File: src/hw/rtl/bnp_pkg.sv
package bnp_pkg;

  localparam int VALUE_BITS = 32;
  localparam int RADIX_W    = 5;
  localparam int DIGIT_W    = 5;
  localparam int CHAR_W     = 7;
  localparam int DIGITS     = VALUE_BITS;
  localparam int IDX_W      = $clog2(DIGITS);
  localparam int CNT_W      = $clog2(DIGITS + 1);
  localparam int BIT_CNT_W  = $clog2(VALUE_BITS);

  localparam logic [RADIX_W-1:0] RADIX_MIN   = RADIX_W'(2);
  localparam logic [RADIX_W-1:0] RADIX_MAX   = RADIX_W'(21);
  localparam logic [RADIX_W-1:0] RADIX_RESET = RADIX_W'(10);

  localparam logic [CHAR_W-1:0] CHAR_ZERO = CHAR_W'(48);
  localparam logic [CHAR_W-1:0] CHAR_A    = CHAR_W'(65);

  function automatic logic [CHAR_W-1:0] digit_glyph(input logic [DIGIT_W-1:0] d);
    if (d < DIGIT_W'(10)) begin
      return CHAR_ZERO + CHAR_W'(d);
    end
    return CHAR_A + CHAR_W'(d - DIGIT_W'(10));
  endfunction

endpackage

File: src/hw/rtl/bnp_divider.sv
module bnp_divider
  import bnp_pkg::*;
(
  input  logic                  clk,
  input  logic                  rst,
  input  logic                  start,
  input  logic [VALUE_BITS-1:0] dividend,
  input  logic [RADIX_W-1:0]    divisor,
  output logic                  done,
  output logic [VALUE_BITS-1:0] quotient,
  output logic [DIGIT_W-1:0]    remainder
);

  logic                 running;
  logic [BIT_CNT_W-1:0] bit_cnt;
  logic [RADIX_W-1:0]   div;
  logic [DIGIT_W:0]     partial;
  logic                 fits;
  logic [DIGIT_W:0]     partial_next;

  always_comb begin
    partial      = {remainder, quotient[VALUE_BITS-1]};
    fits         = partial >= {1'b0, div};
    partial_next = fits ? partial - {1'b0, div} : partial;
  end

  always_ff @(posedge clk) begin
    if (rst) begin
      running <= 1'b0;
      done    <= 1'b0;
      bit_cnt <= '0;
    end else begin
      done <= 1'b0;
      if (start) begin
        running   <= 1'b1;
        bit_cnt   <= '0;
        div       <= divisor;
        quotient  <= dividend;
        remainder <= '0;
      end else if (running) begin
        remainder <= partial_next[DIGIT_W-1:0];
        quotient  <= {quotient[VALUE_BITS-2:0], fits};
        bit_cnt   <= bit_cnt + BIT_CNT_W'(1);
        if (bit_cnt == BIT_CNT_W'(VALUE_BITS - 1)) begin
          running <= 1'b0;
          done    <= 1'b1;
        end
      end
    end
  end

endmodule

File: src/hw/rtl/base_n_digits_palindrome_core.sv
// Writes value in the base held by the radix register (2 to 21; lower codes act as 2,
// higher as 21) as ASCII digits '0'-'9','A'-'K', most significant first, one per strobe
// cycle; the final digit has is_last set and is_palindrome tells whether the string reads
// the same reversed. A request is taken when start is high and busy is low. Each digit is
// produced by a one-bit-per-cycle long division, and the divider is restarted on the quotient
// as soon as it is done, until the quotient is zero.
// The digits then stream out on consecutive cycles; the receiver cannot stall them and
// must take each one in the cycle strobe is high. Write radix only while busy is low.
module base_n_digits_palindrome_core
  import bnp_pkg::*;
(
  input  logic                  clk,
  input  logic                  rst,
  input  logic                  cfg_we,
  input  logic [RADIX_W-1:0]    cfg_data,
  input  logic                  start,
  output logic                  busy,
  input  logic [VALUE_BITS-1:0] value,
  output logic                  strobe,
  output logic [CHAR_W-1:0]     digit_char,
  output logic                  is_last,
  output logic                  is_palindrome
);

  typedef enum logic [1:0] {
    IDLE,
    DIVIDE,
    EMIT
  } state_t;

  state_t               state;
  logic [RADIX_W-1:0]   radix;
  logic [RADIX_W-1:0]   base;
  logic [RADIX_W-1:0]   base_next;
  logic [DIGIT_W-1:0]   msd_first [DIGITS];
  logic [DIGIT_W-1:0]   lsd_first [DIGITS];
  logic [CNT_W-1:0]     ndig;
  logic                 pal;
  logic                 pal_next;

  logic                  div_start;
  logic [VALUE_BITS-1:0] div_dividend;
  logic                  div_done;
  logic [VALUE_BITS-1:0] div_quotient;
  logic [DIGIT_W-1:0]    div_remainder;

  assign busy = state != IDLE;

  always_comb begin
    if (radix < RADIX_MIN) begin
      base_next = RADIX_MIN;
    end else if (radix > RADIX_MAX) begin
      base_next = RADIX_MAX;
    end else begin
      base_next = radix;
    end
    div_start    = 1'b0;
    div_dividend = value;
    if (state == IDLE && start) begin
      div_start = 1'b1;
    end else if (state == DIVIDE && div_done && div_quotient != '0) begin
      div_start    = 1'b1;
      div_dividend = div_quotient;
    end
    pal_next = pal && (msd_first[0] == lsd_first[0]);
  end

  bnp_divider u_div (
    .clk       (clk),
    .rst       (rst),
    .start     (div_start),
    .dividend  (div_dividend),
    .divisor   ((state == IDLE) ? base_next : base),
    .done      (div_done),
    .quotient  (div_quotient),
    .remainder (div_remainder)
  );

  always_ff @(posedge clk) begin
    if (rst) begin
      state  <= IDLE;
      radix  <= RADIX_RESET;
      strobe <= 1'b0;
      ndig   <= '0;
      pal    <= 1'b1;
    end else begin
      strobe <= 1'b0;
      if (cfg_we) begin
        radix <= cfg_data;
      end
      case (state)
        IDLE: begin
          if (start) begin
            base  <= base_next;
            ndig  <= '0;
            pal   <= 1'b1;
            state <= DIVIDE;
          end
        end
        DIVIDE: begin
          if (div_done) begin
            for (int i = DIGITS - 1; i > 0; i--) begin
              msd_first[i] <= msd_first[i-1];
            end
            msd_first[0] <= div_remainder;
            if (ndig < CNT_W'(DIGITS)) begin
              lsd_first[ndig[IDX_W-1:0]] <= div_remainder;
              ndig <= ndig + CNT_W'(1);
            end
            if (div_quotient == '0) begin
              state <= EMIT;
            end
          end
        end
        EMIT: begin
          // pop the top digit, compare it against its mirror
          strobe        <= 1'b1;
          digit_char    <= digit_glyph(msd_first[0]);
          is_last       <= ndig == CNT_W'(1);
          is_palindrome <= (ndig == CNT_W'(1)) && pal_next;
          pal           <= pal_next;
          for (int i = 0; i < DIGITS - 1; i++) begin
            msd_first[i] <= msd_first[i+1];
            lsd_first[i] <= lsd_first[i+1];
          end
          ndig <= ndig - CNT_W'(1);
          if (ndig == CNT_W'(1)) begin
            state <= IDLE;
          end
        end
        default: begin
          state <= IDLE;
        end
      endcase
    end
  end

endmodule
File: config.mk
export PLATFORM = sky130hd
export DESIGN_NAME = base_n_digits_palindrome_core
export DESIGN_NICKNAME = d
export VERILOG_FILES = /design/src/hw/rtl/bnp_pkg.sv /design/src/hw/rtl/bnp_divider.sv /design/src/hw/rtl/base_n_digits_palindrome_core.sv
export SDC_FILE = /design/constraint.sdc
export NUM_CORES = 1
export LEC_CHECK = 0
export ABC_AREA = 1
export BUFFER_PORTS_ARGS = -buffer_cell sky130_fd_sc_hd__buf_2
export CORE_MARGIN = 3
export CORE_UTILIZATION = 33
export CTS_CLUSTER_SIZE = 20
export DETAILED_ROUTE_END_ITERATION = 16
export SLEW_MARGIN = 20
export SYNTH_ARGS = -nofsm -noshare
export SYNTH_HDL_FRONTEND = slang
export SYNTH_SLANG_ARGS = --single-unit
export TNS_END_PERCENT = 10
File: constraint.sdc
create_clock -name clk -period 7.3 [get_ports clk]
set_input_delay 0 -clock clk [delete_from_list [all_inputs] [get_ports clk]]
set_output_delay 0 -clock clk [all_outputs]
set_load 0.1 [all_outputs]
==> flow_summary.ini <==
[outcome]
status = completed

[power]
power_density_nw_per_um2 = 332.0
power_leakage_nw = 7.552
max-vdd-ir-drop_uv = 212.8
power.share.sequential = 0.480
p_int_w = 0.004555
clkPwrFrac = 0.298
pwr-share-comb = 0.222
swShare = 0.3110
p_sw_w = 0.002056

[clock_network]
postCtsHoldBufs = 49
clkSinkCount = 398
cts.clk_slew.worst_paths_ps = 60
cts_buffers = 43
clock_latency_ps = 550
cts_root_buf = clkbuf_16
cts_tree = built
cts_setup_buffers = 0
clockBufferDepth = 3
ctsResizeCount = 0
cts_max_level = 2

[detailed_routing]
antenna_left = 0
initialDrtViolationCount = 1000
wl_per_cell_um = 14.20
wl_um = 34280
drtPass1Iterations = 5
routed_via_density = 4.732
vias = 11420
drc = 0

[global_route]
grt_max_degree = 236
antenna_found_initial = 0
grt-ovfl-total = 0
track_usage = 0.1215
first_global_vias = 11010
grt_pass1_wl_um = 56260

[yosys]
synth_top_family_by_area = simple AND/OR/NAND/NOR gates
synth_edf_count = 376
synthAdderAreaFrac = 0.01625
synthArstFlopShare = 0
synthFlopType = edfxtp_1
synth-seq-cells = 398
yosys.area_share.simple = 0.1763
synth_compound_area_frac = 0.07469
synthCells = 1641
ys.warnings.count = 0
syn_area_um2 = 17400
ys_types = 36
synthMuxAreaShare = 0.001150
syn-num-nets = 1704
ys_seq_area_frac = 0.6740
synth-xor-area-share = 0.004529
synth.avg_cell_area_um2 = 10.61

[floorplan]
rows = 83
die_width_um = 235.7
initial_core_util = 0.3365
fp.dieArea_um2 = 55530
fp.dieH_um = 235.7
pin_count = 52
coreArea_um2 = 51720

[timing]
hold_viol = 0
finalCritPeriodShare = 0.5540
fin_crit_ps = 4045
tns_ps = 0
worst_slew_pin_slew_ps = 953.7
drv_slew = 0
rsz0062_at_grt = no
setup-violations-final = 0
max_freq_mhz = 247.2
max-slew-margin-rel = 0.3642
skew_ps = 24.95

[cells_and_area]
drive_gt1_frac = 0.07901
antenna_cells = 0
final_cell_area_um2 = 19910
area_growth_pct = 14.41
nNetsFinal = 1765

[critical_path]
critPathMaxFanout = 133
cp-start-kind = flip-flop
worstPathArrival_ps = 4220
critical_path_class = flip-flop to flip-flop
crit_path_end_kind = flip-flop
required_ps = 7480

[job]
cap_violations = 0

[placed_design]
place_congestion = 0.7813
portBuffers = 51
place_hpwl_um = 19210
dpl_cell_area_um2 = 18140

[worst_hold_path]
hold_path_class = primary input to flip-flop
[power by group through the flow]
stage	logic (W)	registers, W	clock network, W
3_3_place_gp	0.00142	0.00321	0
4_1_cts	0.00149	0.00317	0.00202
6_report	0.00147	0.00317	0.00197
5_1_grt	0.00169	0.00320	0.00212
3_5_place_dp	0.00146	0.00322	0
2_1_floorplan	0.00108	0.00324	0
[through the flow]
stage	utilization	std cells	total power (W)	worst slack [ps]	hold WS, ps
6_report	0.3850	2414	0.006611	3255	248.5
3_5_place_dp	0.3508	2287	0.004672	3184	225.9
5_1_grt	0.3850	2414	0.007008	2914	264.9
3_3_place_gp	0.3508	2287	0.004633	3310	222.0
4_1_cts	0.3846	2413	0.006685	3152	211.0
2_1_floorplan	-	1641	0.004321	2069	111.4
[synth_stat cells, types with 5 or more instances]
cell,instances,area (um^2)
nand2_1,649,2436
edfxtp_1,376,11290
o21ai_0,116,580.6
inv_1,111,416.7
o31ai_1,64,480.5
nand3_1,59,295.3
nor2_1,49,183.9
buf_2,48,240.2
clkbuf_1,26,97.59
a21oi_1,25,125.1
dfxtp_1,22,440.4
ha_1,21,262.8
buf_1,9,33.78
buf_6,7,78.83
xor2_1,7,61.31
buf_4,5,37.54
inv_2,5,18.77
nand4_1,5,31.28
nor3_2,5,50.05
o21ai_1,5,25.02
[cell usage in the layout, fill, tap and decap left out, types with 7 or more instances in the layout]
| cell type | n |
|---|---|
| a21oi_1 | 25 |
| buf_2 | 51 |
| buf_4 | 8 |
| clkbuf_1 | 16 |
| clkbuf_16 | 45 |
| clkinv_1 | 8 |
| dfxtp_1 | 22 |
| dlygate4sd3_1 | 49 |
| edfxtp_1 | 376 |
| ha_1 | 21 |
| inv_1 | 111 |
| nand2_1 | 648 |
| nand3_1 | 59 |
| nor2_1 | 49 |
| o21ai_0 | 115 |
| o31ai_1 | 64 |
| xor2_1 | 7 |
[worst paths after layout]
| kind | start | endpoint | slack, ps | cells after the start |
|---|---|---|---|---|
| setup / recovery | state[0] | msd_first[0][19] | 3260 | 8 |
| hold / removal | value[1] | u_div.quotient[1] | 250 | 4 |
| hold reg to reg | msd_first[0][152] | msd_first[0][157] | 450 | 0 |
| setup reg to reg | state[0] | msd_first[0][19] | 3260 | 8 |
[sequential cells by signal (all words and copies together), names as in the netlist, 5 cells and up]
register / flops
u_div.bit_cnt: 5
u_div.remainder: 5
lsd_first: 160
base: 5
radix: 5
u_div.quotient: 32
ndig: 6
msd_first: 160
digit_char: 7
u_div.div: 5
[metal layers]
layer  wire length (um)  vias up  share of wire  global-route usage
met1              16140     5443           0.47              0.1736
met2              15600      276           0.46              0.1869
li1                   -     5654              -                   -
met4                663        0          0.019             0.03798
met3               1880       50          0.055             0.02378
met5                  0        -              0                   0
[logic make-up after synthesis]
| logic type | count (synthesis) |
|---|---|
| buf+inv | 211 |
| mux | 2 |
| compound gates | 222 |
| simple gates | 777 |
| flops | 398 |
| fa+ha+maj | 22 |
| xor+xnor | 9 |
[area by class of cell]
class                      count  area (um^2)
fill                        5046        31800
sequential                   398        11730
multi-input combinational   1032         4766
clock buffer                  61         1186
timing repair buffer         111        865.8
tap                          680        850.8
inverter                     116        437.9
clock inverter                16        75.07
[critical path, stage by stage, from the launching register on]
cell and delay, ps:
dfxtp_1 350, inv_1 120, ha_1 350, inv_2 400, nor2_4 170, buf_4 730, inv_4 430, nand2_4 410
buf_12 530
Power figures use the tool's default switching activity.
